`config.mk`:
```
export PLATFORM = sky130hd
export DESIGN_NAME = mtsc_mul
export DESIGN_NICKNAME = d
export VERILOG_FILES = /design/src/rtl/core/mtsc_pkg.sv /design/src/rtl/core/mtsc_mul.sv
export SDC_FILE = /design/constraint.sdc
export NUM_CORES = 1
export LEC_CHECK = 0
export BUFFER_PORTS_ARGS = -buffer_cell sky130_fd_sc_hd__buf_2
export CAP_MARGIN = 20
export CORE_ASPECT_RATIO = 0.9
export CORE_MARGIN = 5
export CORE_UTILIZATION = 45
export CTS_BUF_LIST = sky130_fd_sc_hd__clkbuf_4 sky130_fd_sc_hd__clkbuf_8
export DETAILED_ROUTE_END_ITERATION = 10
export GPL_TIMING_DRIVEN = 0
export PLACE_DENSITY_LB_ADDON = 0.12
export SETUP_SLACK_MARGIN = 0.02
export SYNTH_ARGS = -nofsm -noshare
export SYNTH_HDL_FRONTEND = slang
export SYNTH_SLANG_ARGS = --single-unit
```
`constraint.sdc`:
```
create_clock -name i_clk -period 19.1 [get_ports i_clk]
set_input_delay 4.775 -clock i_clk [delete_from_list [all_inputs] [get_ports i_clk]]
set_output_delay 4.775 -clock i_clk [all_outputs]
set_load 0.02 [all_outputs]
```
`src/rtl/core/mtsc_pkg.sv`:
```
`timescale 1ns / 1ps
// ----------------------------------------------------------------------------
// mtsc_pkg
// Shared types, constants and small arithmetic functions of the two-layer
// perceptron classifier core.
// ----------------------------------------------------------------------------
package mtsc_pkg;

    // Table and vector sizes.
    localparam int C_MAX_IN   = 32;
    localparam int C_MAX_HID  = 32;
    localparam int C_MAX_LAB  = 8;
    localparam int C_FRAC     = 12;

    // Field widths.
    localparam int C_WORD_W   = 16;
    localparam int C_ACC_W    = 40;
    localparam int C_CNT_W    = 6;
    localparam int C_LCNT_W   = 4;
    localparam int C_EXP_W    = 17;
    localparam int C_DEN_W    = 20;
    localparam int C_NUM_W    = 33;
    localparam int C_QUO_W    = 17;
    localparam int C_CIDX_W   = 2;

    localparam logic [17:0] C_LOG2E_Q14 = 18'd23637;

    typedef logic signed [C_WORD_W-1:0] t_word;
    typedef logic signed [C_ACC_W-1:0]  t_acc;

    // Opcodes of an input transaction.
    localparam logic OP_LOAD   = 1'b0;
    localparam logic OP_SAMPLE = 1'b1;

    // Table selects of a load.
    localparam logic [2:0] SEL_OFFSET = 3'd0;
    localparam logic [2:0] SEL_GAIN   = 3'd1;
    localparam logic [2:0] SEL_HW     = 3'd2;
    localparam logic [2:0] SEL_HB     = 3'd3;
    localparam logic [2:0] SEL_OW     = 3'd4;
    localparam logic [2:0] SEL_OB     = 3'd5;

    // Configuration register indexes.
    localparam logic [C_CIDX_W-1:0] CFG_INPUT_COUNT  = 2'd0;
    localparam logic [C_CIDX_W-1:0] CFG_HIDDEN_COUNT = 2'd1;
    localparam logic [C_CIDX_W-1:0] CFG_LABEL_COUNT  = 2'd2;
    localparam logic [C_CIDX_W-1:0] CFG_NORM_FLOOR   = 2'd3;

    // Sequencer states.
    typedef enum logic [4:0] {
        S_IDLE,
        S_NORM_MUL,
        S_NORM_SUM,
        S_ACC_RD,
        S_ACC_MUL,
        S_ACC_WR,
        S_FH_RD,
        S_FH_CALC,
        S_FH_TANH,
        S_OL_BIAS,
        S_OL_INIT,
        S_OL_RD,
        S_OL_MUL,
        S_OL_ADD,
        S_OL_END,
        S_EX_MUL,
        S_EX_CALC,
        S_DIV_GO,
        S_DIV_WAIT,
        S_OUT
    } t_state;

    // Request to the divider.
    typedef struct packed {
        logic                 start;
        logic [C_NUM_W-1:0]   num;
        logic [C_DEN_W-1:0]   den;
    } t_div_req;

    // Saturate a 41-bit value to the word range.
    function automatic t_word sat_word(input logic signed [40:0] v);
        if (v > 41'sd32767) begin
            return 16'sh7FFF;
        end else if (v < -41'sd32768) begin
            return 16'sh8000;
        end else begin
            return v[15:0];
        end
    endfunction

    // Saturate a 41-bit value to the accumulator range.
    function automatic t_acc sat_acc(input logic signed [40:0] v);
        if (v[40] != v[39]) begin
            return v[40] ? {1'b1, {(C_ACC_W-1){1'b0}}} : {1'b0, {(C_ACC_W-1){1'b1}}};
        end else begin
            return v[39:0];
        end
    endfunction

    // tanh samples over |x| in [0,8), step 0.25.
    function automatic logic [12:0] tanh_tab(input logic [5:0] k);
        case (k)
            6'd0:    return 13'd0;
            6'd1:    return 13'd1003;
            6'd2:    return 13'd1893;
            6'd3:    return 13'd2602;
            6'd4:    return 13'd3119;
            6'd5:    return 13'd3475;
            6'd6:    return 13'd3707;
            6'd7:    return 13'd3856;
            6'd8:    return 13'd3949;
            6'd9:    return 13'd4006;
            6'd10:   return 13'd4041;
            6'd11:   return 13'd4063;
            6'd12:   return 13'd4076;
            6'd13:   return 13'd4084;
            6'd14:   return 13'd4089;
            6'd15:   return 13'd4091;
            6'd16:   return 13'd4093;
            6'd17:   return 13'd4094;
            6'd18:   return 13'd4095;
            6'd19:   return 13'd4095;
            default: return 13'd4096;
        endcase
    endfunction

    // 2^-f samples, step 1/16, 1.0 = 65536.
    function automatic logic [16:0] pow2_tab(input logic [4:0] j);
        case (j)
            5'd0:    return 17'd65536;
            5'd1:    return 17'd62757;
            5'd2:    return 17'd60097;
            5'd3:    return 17'd57549;
            5'd4:    return 17'd55109;
            5'd5:    return 17'd52773;
            5'd6:    return 17'd50535;
            5'd7:    return 17'd48393;
            5'd8:    return 17'd46341;
            5'd9:    return 17'd44376;
            5'd10:   return 17'd42495;
            5'd11:   return 17'd40693;
            5'd12:   return 17'd38968;
            5'd13:   return 17'd37316;
            5'd14:   return 17'd35734;
            5'd15:   return 17'd34219;
            default: return 17'd32768;
        endcase
    endfunction

    // tanh with rounded linear interpolation and odd symmetry.
    function automatic t_word tanh_fx(input t_word x);
        logic [16:0] a;
        logic [5:0]  k;
        logic [12:0] t0;
        logic [12:0] d;
        logic [23:0] prod;
        logic [12:0] y;
        a    = x[15] ? 17'(-$signed({x[15], x})) : {1'b0, x};
        k    = {1'b0, a[14:10]};
        t0   = tanh_tab(k);
        d    = tanh_tab(k + 6'd1) - t0;
        prod = 24'(d) * 24'(a[9:0]) + 24'd512;
        y    = a[15] ? 13'd4096 : t0 + 13'(prod[23:10]);
        return x[15] ? -$signed({3'b000, y}) : $signed({3'b000, y});
    endfunction

    // 2^-v for v in Q.12, 1.0 = 65536; zero once the shift reaches 17.
    function automatic logic [C_EXP_W-1:0] pow2_neg(input logic [16:0] v);
        logic [4:0]  k;
        logic [4:0]  j;
        logic [16:0] t0;
        logic [16:0] dif;
        logic [24:0] prod;
        logic [16:0] e;
        k    = v[16:12];
        j    = {1'b0, v[11:8]};
        t0   = pow2_tab(j);
        dif  = t0 - pow2_tab(j + 5'd1);
        prod = 25'(dif) * 25'(v[7:0]) + 25'd128;
        e    = t0 - 17'(prod[24:8]);
        return (k >= 5'd17) ? '0 : e >> k;
    endfunction

endpackage

```
`src/rtl/core/mtsc_mul.sv`:
```
`timescale 1ns / 1ps
// ----------------------------------------------------------------------------
// mtsc_mul
// Shared signed 18x18 multiplier with a registered product, used by every
// multiply-accumulate step of the sequencer.
// ----------------------------------------------------------------------------
module mtsc_mul
    import mtsc_pkg::*;
(
    input  logic               i_clk,
    input  logic signed [17:0] i_a,
    input  logic signed [17:0] i_b,
    output logic signed [35:0] o_p
);

    logic signed [35:0] r_p;

    // One product per cycle, available on the next cycle.
    always_ff @(posedge i_clk) begin
        r_p <= i_a * i_b;
    end

    assign o_p = r_p;

endmodule

```
==> key figures <==
Logic synthesis
  – Share of flip-flops with an asynchronous set or reset: 0%
  – Mapped Cells: around 1400
  – Unique cell type count in the Yosys netlist: 48
  – Mapped Nets: roughly 1800
  – Synth top area share: a little over 50%
  – #FFs+latches synth: 36
  – Yosys top cell by area: fa_1
  – Dominant synthesized flop cell: dfxtp_1
  – Area contributors post-synth: fa_1 (51%), inv_1 (11%), ha_1 (9.0%), and2_1 (7.9%), dfxtp_1 (5.6%)
  – Sequential share of the synthesized area: under 10%
  – Cell area after synthesis: about 0.013 sq mm
  – Avg Synthesized Cell Area: between 9 and 10 sq um
  – Synth warn: 0
  – EDFF count, synth: 0

Cells and area
  – Layout cells sized above 1: around 5.9%
  – Nets: approximately 1900
  – Synthesis-to-layout area growth: 6.90%
  – Commonest non-fill, non-tap cell in the layout: inv_1
  – Max reg flops: 36
  – Fin area: about 0.014 sq mm
  – Antenna Cells: 0
  – Commonest cells after routing, fill and taps aside: inv_1 (371), fa_1 (329), and2_1 (163)

Detailed routing
  – Routed Wire Length: approximately 35000 um
  – TritonRoute pass-1 iters: 5
  – Avg Vias per Cell: roughly 5
  – Via Count: roughly 9000
  – Final ANT Viol Nets: 0
  – Iter 0 DRT Violations: 513
  – WL/cell: 19.3 um
  – # DRC: 0

Outcome
  – Status: complete, no violations

Clock network
  – Clock Sinks: 36
  – CTS root buffer: clkbuf_8
  – PostCTS Resize Cnt: 0
  – Clock Path Buffers: 2
  – Post CTS Setup Buffer Count: 0
  – H-tree levels: 2
  – Hold_buf cts: 0
  – CTS Buf Count: 5
  – Worst-path clk slew: approximately 0.090 ns
  – CTS tree: built

Floorplan
  – Chip Height: 171 um
  – Starting density of the core: around 46%
  – Die ar.: roughly 0.032 sq mm
  – IO Count: 73
  – DIE WIDTH: between 150 and 200 um
  – Core ar.: roughly 0.028 sq mm
  – Site Rows: a little under 60

Global route
  – Initial antenna violation count: 2
  – All-Layer GR Usage: 23.1%
  – Grt ovf: 0
  – First-pass GRT wire length: ~56000 um
  – Vias in the first global route: roughly 9700
  – Largest net degree at the start of global routing: 14

STA
  – Tcrit/Tclk final: roughly three fifths
  – Final count of hold timing violations: 0
  – Min cycle time layout: around 12 ns
  – Final-report max-slew violation count: 0
  – Max Clock Freq: roughly 0.085 GHz
  – RSZ-0062 raised after global routing: false
  – Setup violations, final: 0
  – Setup TNS: 0 ns
  – Worst slew pin tran: just over 0.8 ns
  – Rel. slew slack: between 40 and 50%

Placed design
  – Routability cong.: 0.894
  – Final HPWL DP: 29200 um
  – IO buf count: 65
  – Placed Area: roughly 0.014 sq mm

Job
  – Max-Cap Viols: 0

Critical path
  – Top delay family on crit path: adder cells
  – Worst setup SP type: input pin
  – Worst Path Required: about 19 ns
  – Critical path capture point type: flop
  – Slowest stage delay, CP: 0.58 ns
  – Crit path top cell by count: inv_1
  – Worst Path Arrival: roughly 12 ns
  – Setup CP Type: in2reg
  – Crit-path max FO: 10
  – Slowest stage cell, crit path: o41ai_1
  – Crit path buf inv count: 9

Min path
  – Hold wc startpoint: i_b[0]
  – WHS Endpoint: o_p[0]$_DFF_P_
  – Hold path depth: 2
  – Hold WC Path Type: in2reg
[metal layers]
layer	wire length (um)	track usage (%)
met5	0	0
met4	357	3.04
met3	3140	6.00
met2	14700	34.0
met1	16800	35.6
[kinds of logic after synthesis]
family	Yosys count	synth area share [%]
AND/OR/NAND/NOR	387	15.4
AO/OA/AOI/OAI	82	4.48
XOR/XNOR	34	2.31
buffers and inverters	415	12.1
multiplexers	2	0.165
adder cells (fa/ha/maj)	422	60.0
flip-flops	36	5.58
[area by class of cell]
cell class                      count  area, sq um
Sequential cell                    36          721
Multi-Input combinational cell    927        10600
Inverter                          371         1390
Clock inverter                      3         46.3
Buffer                             44          165
Clock buffer                        5         68.8
Tap cell                          360          450
Fill cell                        2778        14400
Timing Repair Buffer               65          325
[stage by stage]
step | hold slack (ns) | setup slack [ns] | cells | utilization [%]
final | 4.82 | 7.36 | 1811 | 49.0
after global routing | 4.81 | 6.93 | 1811 | 49.0
after CTS | 4.80 | 7.24 | 1811 | 49.0
after detailed placement | 5.14 | 6.97 | 1803 | 48.6
after global placement | 5.14 | 6.94 | 1803 | 48.6
after floorplan | 4.90 | 8.30 | 1378 | -
[how the worst max path moves through the flow]
stage          slack (ns)  cells after the start    start         endpoint
6_report             7.36                     25  i_a[17]  o_p[35]$_DFF_P_
5_1_grt              6.93                     25  i_a[17]  o_p[35]$_DFF_P_
4_1_cts              7.24                     25  i_a[17]  o_p[35]$_DFF_P_
3_5_place_dp         6.97                     25  i_a[17]  o_p[35]$_DFF_P_
3_3_place_gp         6.94                     25  i_a[17]  o_p[35]$_DFF_P_
2_1_floorplan        8.30                     25  i_a[17]  o_p[35]$_DFF_P_
[synthesized netlist by cell type (all sizes together) (9+ instances only)]
cell type and instances:
ha 93, nand2 157, nor2 18, o21ai 16
dfxtp 36, inv 371, a21oi 22, nand2b 9
nor2b 17, xnor2 32, clkbuf 44, fa 329
and2 163
Power is not shown: default switching activity piles up to over one toggle a cycle in this logic, so the estimate is an artifact.
