### config.mk
export PLATFORM = sky130hd
export DESIGN_NAME = mtsc_div
export DESIGN_NICKNAME = d
export VERILOG_FILES = /design/src/rtl/core/mtsc_pkg.sv /design/src/rtl/core/mtsc_div.sv
export SDC_FILE = /design/constraint.sdc
export NUM_CORES = 1
export LEC_CHECK = 0
export ABC_AREA = 0
export BUFFER_PORTS_ARGS = -buffer_cell sky130_fd_sc_hd__buf_2
export CAP_MARGIN = 30
export CORE_MARGIN = 1
export CORE_UTILIZATION = 50
export CTS_CLUSTER_SIZE = 40
export DETAILED_ROUTE_END_ITERATION = 10
export PLACE_DENSITY = 0.72
export SLEW_MARGIN = 5
export SYNTH_ARGS = -nofsm -noshare
export SYNTH_HDL_FRONTEND = slang
export SYNTH_SLANG_ARGS = --single-unit
### constraint.sdc
create_clock -name i_clk -period 8.3 [get_ports i_clk]
set_clock_uncertainty 0.2 [all_clocks]
set_input_delay 2.49 -clock i_clk [delete_from_list [all_inputs] [get_ports i_clk]]
set_output_delay 2.49 -clock i_clk [all_outputs]
set_load 0.005 [all_outputs]
### src/rtl/core/mtsc_pkg.sv
`timescale 1ns / 1ps
// ----------------------------------------------------------------------------
// mtsc_pkg
// Shared types, constants and small arithmetic functions of the two-layer
// perceptron classifier core.
// ----------------------------------------------------------------------------
package mtsc_pkg;

    // Table and vector sizes.
    localparam int C_MAX_IN   = 32;
    localparam int C_MAX_HID  = 32;
    localparam int C_MAX_LAB  = 8;
    localparam int C_FRAC     = 12;

    // Field widths.
    localparam int C_WORD_W   = 16;
    localparam int C_ACC_W    = 40;
    localparam int C_CNT_W    = 6;
    localparam int C_LCNT_W   = 4;
    localparam int C_EXP_W    = 17;
    localparam int C_DEN_W    = 20;
    localparam int C_NUM_W    = 33;
    localparam int C_QUO_W    = 17;
    localparam int C_CIDX_W   = 2;

    localparam logic [17:0] C_LOG2E_Q14 = 18'd23637;

    typedef logic signed [C_WORD_W-1:0] t_word;
    typedef logic signed [C_ACC_W-1:0]  t_acc;

    // Opcodes of an input transaction.
    localparam logic OP_LOAD   = 1'b0;
    localparam logic OP_SAMPLE = 1'b1;

    // Table selects of a load.
    localparam logic [2:0] SEL_OFFSET = 3'd0;
    localparam logic [2:0] SEL_GAIN   = 3'd1;
    localparam logic [2:0] SEL_HW     = 3'd2;
    localparam logic [2:0] SEL_HB     = 3'd3;
    localparam logic [2:0] SEL_OW     = 3'd4;
    localparam logic [2:0] SEL_OB     = 3'd5;

    // Configuration register indexes.
    localparam logic [C_CIDX_W-1:0] CFG_INPUT_COUNT  = 2'd0;
    localparam logic [C_CIDX_W-1:0] CFG_HIDDEN_COUNT = 2'd1;
    localparam logic [C_CIDX_W-1:0] CFG_LABEL_COUNT  = 2'd2;
    localparam logic [C_CIDX_W-1:0] CFG_NORM_FLOOR   = 2'd3;

    // Sequencer states.
    typedef enum logic [4:0] {
        S_IDLE,
        S_NORM_MUL,
        S_NORM_SUM,
        S_ACC_RD,
        S_ACC_MUL,
        S_ACC_WR,
        S_FH_RD,
        S_FH_CALC,
        S_FH_TANH,
        S_OL_BIAS,
        S_OL_INIT,
        S_OL_RD,
        S_OL_MUL,
        S_OL_ADD,
        S_OL_END,
        S_EX_MUL,
        S_EX_CALC,
        S_DIV_GO,
        S_DIV_WAIT,
        S_OUT
    } t_state;

    // Request to the divider.
    typedef struct packed {
        logic                 start;
        logic [C_NUM_W-1:0]   num;
        logic [C_DEN_W-1:0]   den;
    } t_div_req;

    // Saturate a 41-bit value to the word range.
    function automatic t_word sat_word(input logic signed [40:0] v);
        if (v > 41'sd32767) begin
            return 16'sh7FFF;
        end else if (v < -41'sd32768) begin
            return 16'sh8000;
        end else begin
            return v[15:0];
        end
    endfunction

    // Saturate a 41-bit value to the accumulator range.
    function automatic t_acc sat_acc(input logic signed [40:0] v);
        if (v[40] != v[39]) begin
            return v[40] ? {1'b1, {(C_ACC_W-1){1'b0}}} : {1'b0, {(C_ACC_W-1){1'b1}}};
        end else begin
            return v[39:0];
        end
    endfunction

    // tanh samples over |x| in [0,8), step 0.25.
    function automatic logic [12:0] tanh_tab(input logic [5:0] k);
        case (k)
            6'd0:    return 13'd0;
            6'd1:    return 13'd1003;
            6'd2:    return 13'd1893;
            6'd3:    return 13'd2602;
            6'd4:    return 13'd3119;
            6'd5:    return 13'd3475;
            6'd6:    return 13'd3707;
            6'd7:    return 13'd3856;
            6'd8:    return 13'd3949;
            6'd9:    return 13'd4006;
            6'd10:   return 13'd4041;
            6'd11:   return 13'd4063;
            6'd12:   return 13'd4076;
            6'd13:   return 13'd4084;
            6'd14:   return 13'd4089;
            6'd15:   return 13'd4091;
            6'd16:   return 13'd4093;
            6'd17:   return 13'd4094;
            6'd18:   return 13'd4095;
            6'd19:   return 13'd4095;
            default: return 13'd4096;
        endcase
    endfunction

    // 2^-f samples, step 1/16, 1.0 = 65536.
    function automatic logic [16:0] pow2_tab(input logic [4:0] j);
        case (j)
            5'd0:    return 17'd65536;
            5'd1:    return 17'd62757;
            5'd2:    return 17'd60097;
            5'd3:    return 17'd57549;
            5'd4:    return 17'd55109;
            5'd5:    return 17'd52773;
            5'd6:    return 17'd50535;
            5'd7:    return 17'd48393;
            5'd8:    return 17'd46341;
            5'd9:    return 17'd44376;
            5'd10:   return 17'd42495;
            5'd11:   return 17'd40693;
            5'd12:   return 17'd38968;
            5'd13:   return 17'd37316;
            5'd14:   return 17'd35734;
            5'd15:   return 17'd34219;
            default: return 17'd32768;
        endcase
    endfunction

    // tanh with rounded linear interpolation and odd symmetry.
    function automatic t_word tanh_fx(input t_word x);
        logic [16:0] a;
        logic [5:0]  k;
        logic [12:0] t0;
        logic [12:0] d;
        logic [23:0] prod;
        logic [12:0] y;
        a    = x[15] ? 17'(-$signed({x[15], x})) : {1'b0, x};
        k    = {1'b0, a[14:10]};
        t0   = tanh_tab(k);
        d    = tanh_tab(k + 6'd1) - t0;
        prod = 24'(d) * 24'(a[9:0]) + 24'd512;
        y    = a[15] ? 13'd4096 : t0 + 13'(prod[23:10]);
        return x[15] ? -$signed({3'b000, y}) : $signed({3'b000, y});
    endfunction

    // 2^-v for v in Q.12, 1.0 = 65536; zero once the shift reaches 17.
    function automatic logic [C_EXP_W-1:0] pow2_neg(input logic [16:0] v);
        logic [4:0]  k;
        logic [4:0]  j;
        logic [16:0] t0;
        logic [16:0] dif;
        logic [24:0] prod;
        logic [16:0] e;
        k    = v[16:12];
        j    = {1'b0, v[11:8]};
        t0   = pow2_tab(j);
        dif  = t0 - pow2_tab(j + 5'd1);
        prod = 25'(dif) * 25'(v[7:0]) + 25'd128;
        e    = t0 - 17'(prod[24:8]);
        return (k >= 5'd17) ? '0 : e >> k;
    endfunction

endpackage

### src/rtl/core/mtsc_div.sv
`timescale 1ns / 1ps
// ----------------------------------------------------------------------------
// mtsc_div
// Restoring divider, one quotient bit per cycle. The quotient is known to
// fit in 17 bits, so 17 steps suffice.
// ----------------------------------------------------------------------------
module mtsc_div
    import mtsc_pkg::*;
(
    input  logic                i_clk,
    input  logic                i_rst_n,
    input  t_div_req            i_req,
    output logic                o_done,
    output logic [C_QUO_W-1:0]  o_quo
);

    logic [C_DEN_W-1:0] r_rem, n_rem;
    logic [C_DEN_W-1:0] r_den;
    logic [C_QUO_W-1:0] r_nlo;
    logic [C_QUO_W-1:0] r_quo, n_quo;
    logic [4:0]         r_cnt;
    logic               r_busy;
    logic               r_done;
    logic [C_DEN_W+1:0] trial;

    // One trial subtraction of the shifted remainder.
    always_comb begin
        trial = {1'b0, r_rem, r_nlo[C_QUO_W-1]} - {2'b00, r_den};
        if (trial[C_DEN_W+1]) begin
            n_rem = {r_rem[C_DEN_W-2:0], r_nlo[C_QUO_W-1]};
            n_quo = {r_quo[C_QUO_W-2:0], 1'b0};
        end else begin
            n_rem = trial[C_DEN_W-1:0];
            n_quo = {r_quo[C_QUO_W-2:0], 1'b1};
        end
    end

    // Control.
    always_ff @(posedge i_clk) begin
        if (!i_rst_n) begin
            r_busy <= 1'b0;
            r_done <= 1'b0;
            r_cnt  <= '0;
        end else begin
            r_done <= 1'b0;
            if (i_req.start) begin
                r_busy <= 1'b1;
                r_cnt  <= 5'(C_QUO_W - 1);
            end else if (r_busy) begin
                r_cnt <= r_cnt - 5'd1;
                if (r_cnt == '0) begin
                    r_busy <= 1'b0;
                    r_done <= 1'b1;
                end
            end
        end
    end

    // Datapath.
    always_ff @(posedge i_clk) begin
        if (i_req.start) begin
            r_rem <= {{(C_DEN_W-(C_NUM_W-C_QUO_W)){1'b0}}, i_req.num[C_NUM_W-1:C_QUO_W]};
            r_nlo <= i_req.num[C_QUO_W-1:0];
            r_den <= i_req.den;
            r_quo <= '0;
        end else if (r_busy) begin
            r_rem <= n_rem;
            r_nlo <= {r_nlo[C_QUO_W-2:0], 1'b0};
            r_quo <= n_quo;
        end
    end

    assign o_done = r_done;
    assign o_quo  = r_quo;

endmodule

==> metrics.csv, run 1 <==
metric,value,unit
DIE HEIGHT,96.6,um
Synth Area in XOR/XNOR,2.16,%
gr usage total,19.1,%
worst endpoint required time,8.21,ns
fin worst setup slack,4.36,ns
"Cell Area, Synth",4470,um2
Worst Setup Start Kind,primary input,
Finished Cell Area,5010,um2
share of the synthesized area in the top cell type,35.6,%
Synth Area in Simple Gates,10.5,%
buffers plus inverters on the worst setup path,2,
fin cells,578,
Synth cell types,59,
DRC,0,
Worst-Margin Slew,0.836,ns
largest family of logic cells by synthesized area,compound AO/OA/AOI/OAI gates,
clock latency on the worst-skew pair,0.35,ns
row count,34,
cell family with most CP delay,buffers and inverters,
WL final,8.16,mm
routability cong.,0.872,
mux cell area share after synthesis,11.0,%
fin nets,544,
TritonCTS sink count,81,
Area growth syn-to-layout,12.1,%
ANT nets after route,0,
Synthesis Warnings,0,
Clock Tree Buf Depth,2,
Worst-path clk slew,0.09,ns
DP HPWL,5.72,mm
"Avg Cell Area, Syn",10.9,um2
Compound-Gate Fraction of Synth Area,14.9,%
setup TNS,0,ns
Final setup viols,0,
Pwr Total,1.08,mW
dpl cell area,4800,um2
Peak VDD IR,0.000109,V
Initial DRC Count,109,
#FFs+latches synth,81,
synthesized instance count,411,
vias in the first global route,2934,
HP Class,reg -> reg,
CTS H-Tree Depth,3,
GRT overflow,0,
Power Dens Cells,216,nW/um2
ANT cells,0,
DR pass1 iterations,4,
crit-path cells,"buf_4, buf_4, mux2_2",
Die Span X,96.6,um
Avg WL per Cell,14.1,um
RSZ-0062 raised after global routing,false,
DR vias,3130,
crit path kind,in -> reg,
IO Count,74,
"Max FO, Critical Path",57,
fin crit share,47.5,%
postcts setup bufs,0,
largest net degree at the start of global routing,58,
first-pass GRT wire length,13.5,mm
Post-synth ARST share,0,%
Total Die Area,9320,um2
CP max stage delay,0.57,ns
Vias/cell,5.42,
run status,finished clean,
number of flops mapped to enable cells by yosys,53,
placed cells,562,
CTS Buf Count,9,
Crit path arrival time,3.85,ns
Final Hold Fails,0,
P_leak,2.14,nW
Fmax achieved,0.254,GHz
layout cells sized above 1,27.2,%
leading area contributor after synthesis,edfxtp_1,
MaxCap Viol Count,0,
Crit-path slowest cell,buf_4,
clock root buffer,clkbuf_8,
Final min period,3.94,ns
starting density of the core,51.5,%
IO buf count,73,
Resized cells post-CTS,0,
Synth area leaders,"edfxtp_1 (36%), dfxtp_1 (13%), mux2_2 (6.3%), ha_1 (6.2%), mux2i_1 (4.7%)",
# fillers,785,
worst rel slew slack,44.3,%
total core area,8680,um2
top_reg_cell synth,edfxtp_1,
initial antenna violation count,0,
Final Slew Violations,0,
TritonCTS clock tree,done,
"Seq/Total Area, Yosys",48.1,%
syn_nets,490,
Post-Synth Adder-Cell Area,6.61,%
pre-CTS setup slack,3.98,ns
CP endpoint kind,flip-flop,
# hold bufs at CTS,0,
Worst path most repeated cell,buf_4,
-- worst register-to-register path, stage by stage, from the launching register on --
cell and delay [ns]:
edfxtp_1 0.37, inv_1 0.08, ha_1 0.16, inv_1 0.05
fa_1 0.43, a211oi_2 0.28, o211ai_1 0.16, a221oi_2 0.38
o21ai_1 0.20, a21oi_2 0.27, or4b_4 0.50, a41oi_2 0.18
-- final cells by class --
cell class	instances	area (um2)	share of cell area, %
Inverter	31	116	2.32
Sequential cell	81	2150	42.9
Clock inverter	6	58.8	1.17
Tap cell	108	135	2.70
Timing Repair Buffer	75	383	7.64
Multi-Input combinational cell	267	2020	40.2
Clock buffer	10	149	2.97
-- layout by cell type, fill, tap and decap left out, types with 8 or more instances in the layout --
cell	netlist	final
mux2i_1	21	21
a21o_1	10	10
o21ai_0	15	15
nor2b_1	8	8
a21oi_1	17	17
nor2_1	35	35
nand2_1	14	14
dfxtp_1	28	28
clkbuf_8	0	9
edfxtp_1	53	53
inv_1	31	31
buf_2	4	72
ha_1	22	22
mux2_2	25	25
-- per-stage QoR --
stage               hold WS [ns]  util, %
floorplan                  0.268        -
global placement           0.276     55.3
detailed placement         0.290     55.3
CTS                        0.299     57.7
global route               0.322     57.7
finish                     0.298     57.7
-- sequential cells by signal, indices dropped and copies added, names as in the netlist --
| signal | count |
|---|---|
| r_den | 20 |
| r_rem | 20 |
| o_quo | 17 |
| r_cnt | 5 |
| r_nlo | 17 |
| r_busy | 1 |
| o_done | 1 |
-- routing by layer --
| metal | wire, um | track usage, % | share of wire (%) |
|---|---|---|---|
| met4 | 108 | 6.62 | 1.3 |
| met1 | 3790 | 25.3 | 46 |
| met2 | 3900 | 31.6 | 48 |
| met5 | 0 | 0 | 0 |
| met3 | 366 | 2.97 | 4.5 |
-- report_power, final --
part | switching [mW] | total, mW | internal (mW)
logic | 0.162 | 0.300 | 0.138
clock network | 0.160 | 0.293 | 0.133
registers | 0.0159 | 0.489 | 0.474
total | 0.338 | 1.08 | 0.744
-- cell families after synthesis --
kind of cell,Yosys count
and+or+nand+nor,93
adders and majority gates,23
DFF,81
buffers and inverters,63
muxes,46
xor gates and xnor gates,11
AOI/OAI and AO/OA,94
-- worst paths after layout --
check	slack (ns)	from	depth (start not counted)	endpoint
max	4.36	i_req[53]	3	r_rem[0]$_DFFE_PP_
min	0.30	r_cnt[1]$_SDFFE_PP0P_	2	r_cnt[1]$_SDFFE_PP0P_
max reg2reg	4.96	r_nlo[16]$_DFFE_PP_	11	r_rem[18]$_SDFFE_PP0P_
min reg2reg	0.30	r_cnt[1]$_SDFFE_PP0P_	2	r_cnt[1]$_SDFFE_PP0P_
-- synth_stat cells (3+ instances only) --
library cell	instances
mux2_2	25
nor2b_1	8
o21ai_0	15
mux2i_1	21
nor2_1	35
a2bb2oi_1	3
or3_1	3
a21o_1	10
o21a_1	6
buf_2	4
o21ai_1	4
edfxtp_1	53
and3_1	3
buf_4	16
nand2_1	14
a21oi_1	17
ha_1	22
xnor2_1	6
a22oi_1	4
inv_1	31
nand3_1	6
nand2b_1	4
nor3_1	7
a211oi_1	7
xor2_1	5
o31ai_1	4
dfxtp_1	28
buf_1	3
clkbuf_1	9
Power figures use the tool's default switching activity.
==> run 2, diff against run 1 <==
--- a/config.mk
+++ b/config.mk
@@ -5,14 +5,14 @@
 export SDC_FILE = /design/constraint.sdc
 export NUM_CORES = 1
 export LEC_CHECK = 0
-export ABC_AREA = 0
+export ABC_AREA = 1
 export BUFFER_PORTS_ARGS = -buffer_cell sky130_fd_sc_hd__buf_2
 export CAP_MARGIN = 30
 export CORE_MARGIN = 1
 export CORE_UTILIZATION = 50
 export CTS_CLUSTER_SIZE = 40
 export DETAILED_ROUTE_END_ITERATION = 10
-export PLACE_DENSITY = 0.72
+export PLACE_DENSITY = 0.75
 export SLEW_MARGIN = 5
 export SYNTH_ARGS = -nofsm -noshare
 export SYNTH_HDL_FRONTEND = slang
==> constraint.sdc (replaced) <==
create_clock -name i_clk -period 3.25 [get_ports i_clk]
set_clock_uncertainty 0.2 [all_clocks]
set_input_delay 0.975 -clock i_clk [delete_from_list [all_inputs] [get_ports i_clk]]
set_output_delay 0.975 -clock i_clk [all_outputs]
set_load 0.005 [all_outputs]
==> metrics.csv, run 2 <==
metric,value,unit,change
Synth area leaders,"edfxtp_1 (34%), nand2_1 (15%), dfxtp_1 (12%), inv_1 (7.1%), ha_1 (5.9%)",,
gr usage total,20.4,%,+1.4 points
cells on worst reg2reg path,10,,-1
DIE HEIGHT,98.2,um,+1.7%
Final Hold Fails,0,,unchanged
Worst Setup Start Kind,flip-flop,,
WL final,9.22,mm,+13%
DP HPWL,6.99,mm,+22%
# fillers,810,,+3.2%
Clk pwr share,28.3,%,+1.2 points
clock root buffer,clkbuf_8,,
IO Count,74,,unchanged
first-pass GRT wire length,15.9,mm,+18%
Final Slew Violations,0,,unchanged
"most common cell after layout, fill and taps aside",nand2_1,,
Initial DRC Count,228,,+110%
Internal,1.85,mW,+150%
postcts setup bufs,0,,unchanged
clock latency on the worst-skew pair,0.36,ns,about the same
Synth top cells by count,"nand2_1 (181), inv_1 (88), edfxtp_1 (53)",,
RSZ-0062 raised after global routing,false,,
ANT nets after route,0,,unchanged
Worst-path clk slew,0.09,ns,about the same
hold path start,o_quo[10]$_SDFFE_PP0P_,,
placed cells,735,,+31%
power share of the sequential group,45.1,%,about the same
run status,finished clean,,
most frequent cell after synthesis,nand2_1,,
layout cells sized above 1,16.8,%,-10 points
Area growth syn-to-layout,12.1,%,about the same
Power Dens Cells,530,nW/um2,+150%
Final setup viols,0,,unchanged
"Cell Area, Synth",4630,um2,+3.5%
ANT cells,0,,unchanged
TritonCTS sink count,81,,unchanged
worst rel slew slack,64.6,%,+20 points
MaxCap Viol Count,0,,unchanged
Fmax achieved,0.384,GHz,
P_sw,0.895,mW,+160%
syn_nets,658,,+34%
#FFs+latches synth,81,,unchanged
# hold bufs at CTS,0,,unchanged
largest net degree at the start of global routing,57,,-1.7%
worst r2r dst,r_rem[11]$_DFFE_PP_,,
top_reg_cell synth,edfxtp_1,,
CTS Buf Count,9,,unchanged
worst endpoint required time,3.17,ns,-5.04 ns
CP endpoint kind,flip-flop,,
starting density of the core,52.3,%,+0.79 points
synthesized instance count,579,,+41%
Peak VDD IR,0.000316,V,+190%
fin crit share,80.2,%,
number of flops mapped to enable cells by yosys,53,,unchanged
Post-synth ARST share,0,%,unchanged
Synthesis Warnings,0,,unchanged
leading area contributor after synthesis,edfxtp_1,,
CTS H-Tree Depth,3,,unchanged
HP Class,reg -> reg,,
DR vias,3755,,+20%
Synth cell types,39,,-34%
IO buf count,73,,unchanged
initial antenna violation count,0,,unchanged
Total Die Area,9650,um2,+3.5%
"Seq/Total Area, Yosys",46.5,%,-1.6 points
Combinational Power Share,26.6,%,-1.1 points
"Max FO, Critical Path",37,,-35%
GRT overflow,0,,unchanged
fin nets,717,,+32%
setup TNS,0,ns,unchanged
fin cells,751,,+30%
biggest regs,"r_den (20), r_rem (20)",,
Avg WL per Cell,12.3,um,-13%
Finished Core Util,58.6,%,+0.88 points
row count,34,,unchanged
switching share of total power,32.6,%,+1.3 points
DR pass1 iterations,4,,unchanged
DRC,0,,unchanged
crit path kind,reg -> reg,,
P_leak,2.51,nW,+17%
Crit path arrival time,2.52,ns,-1.33 ns
Die Span X,98.2,um,+1.7%
most frequent cells in the layout,"nand2_1 (180), inv_1 (88), buf_2 (73), edfxtp_1 (53), nor2_1 (39)",,
Pwr Total,2.75,mW,+150%
vias in the first global route,3704,,+26%
Worst R2R Start,r_rem[10]$_DFFE_PP_,,
"Avg Cell Area, Syn",7.99,um2,-27%
R2R setup slack,0.64,ns,-4.32 ns
TritonCTS clock tree,done,,
hold-critical path depth,2,,unchanged
Hold Path Sink,o_quo[11]$_SDFFE_PP0P_,,
Clock Tree Buf Depth,2,,unchanged
Final min period,2.61,ns,
total core area,8850,um2,+2.0%
Resized cells post-CTS,0,,unchanged
share of the synthesized area in the top cell type,34.4,%,-1.2 points
Vias/cell,5.00,,-7.7%
routability cong.,0.942,,+8.1%
Worst-Margin Slew,0.532,ns,-0.304 ns
==> run 2: area by class of cell <==
| type | count | area [um2] | area share [%] |
|---|---|---|---|
| Clock buffer | 11 | 174 | 3.35 |
| Clock inverter | 5 | 40.0 | 0.772 |
| Inverter | 90 | 338 | 6.51 |
| Multi-Input combinational cell | 379 | 1940 | 37.4 |
| Sequential cell | 81 | 2150 | 41.5 |
| Tap cell | 108 | 135 | 2.60 |
| Timing Repair Buffer | 77 | 408 | 7.86 |
==> run 2: worst max-delay path, cell delays in order, from the launching register on <==
cell,delay [ns]
edfxtp_1,0.41
ha_1,0.39
nand2_2,0.13
inv_1,0.06
a21oi_2,0.15
nand2_1,0.09
nand2_1,0.12
nand3_4,0.34
or2_1,0.35
nand3_1,0.08
nand2_1,0.04
==> run 2: worst max-delay path by stage <==
| stage | from | end | slack (ns) |
|---|---|---|---|
| final | r_rem[10]$_DFFE_PP_ | r_rem[11]$_DFFE_PP_ | 0.64 |
| after global routing | r_rem[2]$_DFFE_PP_ | r_rem[3]$_DFFE_PP_ | 0.44 |
| after CTS | r_rem[10]$_DFFE_PP_ | r_rem[11]$_DFFE_PP_ | 0.63 |
| after detailed placement | r_rem[2]$_DFFE_PP_ | r_rem[14]$_DFFE_PP_ | 0.64 |
| after global placement | r_rem[10]$_DFFE_PP_ | r_rem[11]$_DFFE_PP_ | 0.72 |
| after floorplan | i_req[53] | r_nlo[0]$_SDFFCE_PN0P_ | 0.29 |
==> run 2: logic make-up (layout without fill, tap and decap cells) <==
family,after synthesis,count (layout),share of synthesized area [%]
compound gates,73,73,8.98
xor+xnor,10,10,1.89
fa+ha+maj,23,23,6.38
buf+inv,119,183,11.6
flops,81,81,46.5
simple gates,273,273,24.6
==> run 2: metrics by stage <==
stage	worst slack, ns	cell area, um2	hold slack, ns
floorplan	0.287	4630	0.252
CTS	0.627	5190	0.291
detailed placement	0.642	4970	0.280
global route	0.443	5190	0.319
global placement	0.718	4970	0.274
finish	0.643	5190	0.292
==> run 2: power by group through the flow <==
| stage | clock, mW | combinational (mW) | sequential [mW] |
|---|---|---|---|
| 2_1_floorplan | 0 | 0.576 | 1.25 |
| 3_3_place_gp | 0 | 0.708 | 1.26 |
| 3_5_place_dp | 0 | 0.725 | 1.26 |
| 4_1_cts | 0.790 | 0.729 | 1.24 |
| 5_1_grt | 0.827 | 0.835 | 1.25 |
| 6_report | 0.778 | 0.731 | 1.24 |
==> run 2: routing by layer <==
metal  wire length (um)  track usage [%]  vias to the layer above  part of all wire [%]
met5                  0                0                        -                     0
met2               4380             34.0                      103                    48
met4                114             6.54                        0                   1.2
li1                   -                -                     1964                     -
met1               4160             26.6                     1676                    45
met3                564             4.51                       12                   6.1
==> run 3, diff against run 2 <==
--- a/config.mk
+++ b/config.mk
@@ -12,7 +12,7 @@
 export CORE_UTILIZATION = 50
 export CTS_CLUSTER_SIZE = 40
 export DETAILED_ROUTE_END_ITERATION = 10
-export PLACE_DENSITY = 0.75
+export PLACE_DENSITY = 0.72
 export SLEW_MARGIN = 5
 export SYNTH_ARGS = -nofsm -noshare
 export SYNTH_HDL_FRONTEND = slang
==> constraint.sdc (replaced) <==
create_clock -name i_clk -period 2.5 [get_ports i_clk]
set_clock_uncertainty 0.2 [all_clocks]
set_input_delay 0.75 -clock i_clk [delete_from_list [all_inputs] [get_ports i_clk]]
set_output_delay 0.75 -clock i_clk [all_outputs]
set_load 0.005 [all_outputs]
==> metrics.csv, run 3 (synthesis gave the netlist of run 2 again) <==
metric,value,unit,change
run status,finished clean,,
Combinational Power Share,30.4,%,+3.8 points
IO buf count,73,,unchanged
"Max FO, Critical Path",8,,-78%
TritonCTS sink count,81,,unchanged
Final setup viols,0,,unchanged
fin crit share,96.9,%,+17 points
Clock Tree Buf Depth,2,,unchanged
TritonCTS clock tree,done,,
DR vias,3904,,+4.0%
worst hold slack,0.293,ns,+0.00104 ns
Die Span X,98.2,um,unchanged
GRT overflow,0,,unchanged
CTS Buf Count,9,,unchanged
Peak VDD IR,0.000442,V,+40%
Total Die Area,9650,um2,unchanged
CTS H-Tree Depth,3,,unchanged
Vias/cell,5.04,,+0.88%
Worst R2R Start,r_rem[13]$_DFFE_PP_,,
buffers plus inverters on the worst setup path,1,,unchanged
Fmax achieved,0.413,GHz,+7.6%
Final Slew Violations,0,,unchanged
fin nets,740,,+3.2%
biggest regs,"r_den (20), r_rem (20)",,
Internal,2.46,mW,+33%
Initial DRC Count,239,,+4.8%
layout cells sized above 1,21.8,%,+5.0 points
"most common cell after layout, fill and taps aside",nand2_1,,
Power Dens Cells,679,nW/um2,+28%
worst rel slew slack,71.2,%,+6.6 points
Worst path most repeated cell,nand2_1,,
total core area,8850,um2,unchanged
cell family with most CP delay,simple AND/OR/NAND/NOR gates,,
clock root buffer,clkbuf_8,,
Final Hold Fails,0,,unchanged
R2R setup slack,0.08,ns,-0.57 ns
CP max stage delay,0.40,ns,about the same
Worst-Margin Slew,0.432,ns,-0.100 ns
power share of the sequential group,43.6,%,-1.5 points
HP Class,reg -> reg,,
routability cong.,0.860,,-8.8%
Worst Setup SP,r_rem[13]$_DFFE_PP_,,
Area growth syn-to-layout,18.4,%,
Clk pwr share,26.1,%,-2.2 points
DP HPWL,7.35,mm,+5.2%
# fillers,790,,-2.5%
DIE HEIGHT,98.2,um,unchanged
gr usage total,21.7,%,+1.2 points
WL final,10.2,mm,+10%
vias in the first global route,3733,,+0.78%
starting density of the core,52.3,%,unchanged
# hold bufs at CTS,0,,unchanged
hold path start,o_quo[1]$_SDFFE_PP0P_,,
row count,34,,unchanged
Crit path arrival time,2.33,ns,-0.19 ns
Worst-path clk slew,0.10,ns,about the same
setup TNS,0,ns,unchanged
IO Count,74,,unchanged
crit-path cells,"ha_1, nand2_1, nand2_1, nand2_1, nand2_1, a21oi_4, nand3_4, buf_4, o21ai_1, o21ai_1",,
P_leak,2.63,nW,+4.9%
DRC,0,,unchanged
Avg WL per Cell,13.1,um,+7.1%
Finished Cell Area,5480,um2,+5.6%
storage element area,2150,um2,unchanged
ANT nets after route,0,,unchanged
Final min period,2.42,ns,-0.185 ns
most frequent cells in the layout,"nand2_1 (178), inv_1 (89), buf_2 (73), edfxtp_1 (53), nor2_1 (38)",,
crit path kind,reg -> reg,,
Worst Setup Start Kind,flip-flop,,
first-pass GRT wire length,16.8,mm,+5.5%
CP endpoint kind,flip-flop,,
largest net degree at the start of global routing,40,,-30%
dpl cell area,5090,um2,+2.3%
Crit-path slowest cell,edfxtp_1,,
P_sw,1.26,mW,+40%
DR pass1 iterations,7,,+3
RSZ-0062 raised after global routing,true,,
worst endpoint required time,2.41,ns,-0.76 ns
ANT cells,0,,unchanged
switching share of total power,33.8,%,+1.2 points
initial antenna violation count,0,,unchanged
clock latency on the worst-skew pair,0.36,ns,about the same
area of the multi-input gates,2080,um2,+7.2%
MaxCap Viol Count,0,,unchanged
-- run 3: per-layer routing --
metal	up-vias	wire length [um]	track usage, %
li1	2016	-	-
met1	1759	4580	28.1
met2	113	4780	35.3
met3	16	623	6.01
met4	0	186	6.54
met5	-	0	0
-- run 3: final cells by class --
cell class | instances | area share [%]
multi-input combinational | 380 | 38.0
clock inverter | 6 | 0.868
timing repair buffer | 99 | 10.5
sequential | 81 | 39.3
inverter | 90 | 6.17
tap | 108 | 2.47
clock buffer | 10 | 2.72
-- run 3: repair_timing --
item	4_1_cts	5_1_grt
pin swaps	0	4
resized for setup	1	20
setup endpoints to repair	4	20
cloned	1	0
buffers inserted	2	5
-- run 3: path summary, 6_finish.rpt --
path,endpoint,depth (start not counted)
worst min-delay path,o_quo[2]$_SDFFE_PP0P_,2
worst max register to register,r_rem[6]$_DFFE_PP_,10
worst max-delay path,r_rem[6]$_DFFE_PP_,10
worst min register to register,o_quo[2]$_SDFFE_PP0P_,2
-- run 3: metrics by stage --
stage / instances / power, mW / worst slack [ns] / util [%]
floorplan: 579 / 2.37 / 0.314 / -
global placement: 750 / 2.63 / -0.0143 / 57.5
detailed placement: 750 / 2.65 / -0.0315 / 57.5
CTS: 769 / 3.63 / 0.00877 / 60.0
global route: 774 / 3.93 / -0.0188 / 61.9
finish: 774 / 3.72 / 0.0778 / 61.9
-- run 3: power groups by stage --
stage | sequential (mW) | combinational [mW] | clock (mW)
6_report | 1.62 | 1.13 | 0.969
3_5_place_dp | 1.64 | 1.01 | 0
4_1_cts | 1.61 | 1.04 | 0.980
5_1_grt | 1.63 | 1.26 | 1.03
3_3_place_gp | 1.64 | 0.993 | 0
2_1_floorplan | 1.62 | 0.749 | 0
-- run 3: worst reg2reg max path, stage by stage (launching register included) --
cell	delay, ns
edfxtp_1	0.40
ha_1	0.38
nand2_1	0.08
nand2_1	0.08
nand2_1	0.07
nand2_1	0.09
a21oi_4	0.24
nand3_4	0.20
buf_4	0.21
o21ai_1	0.13
o21ai_1	0.08
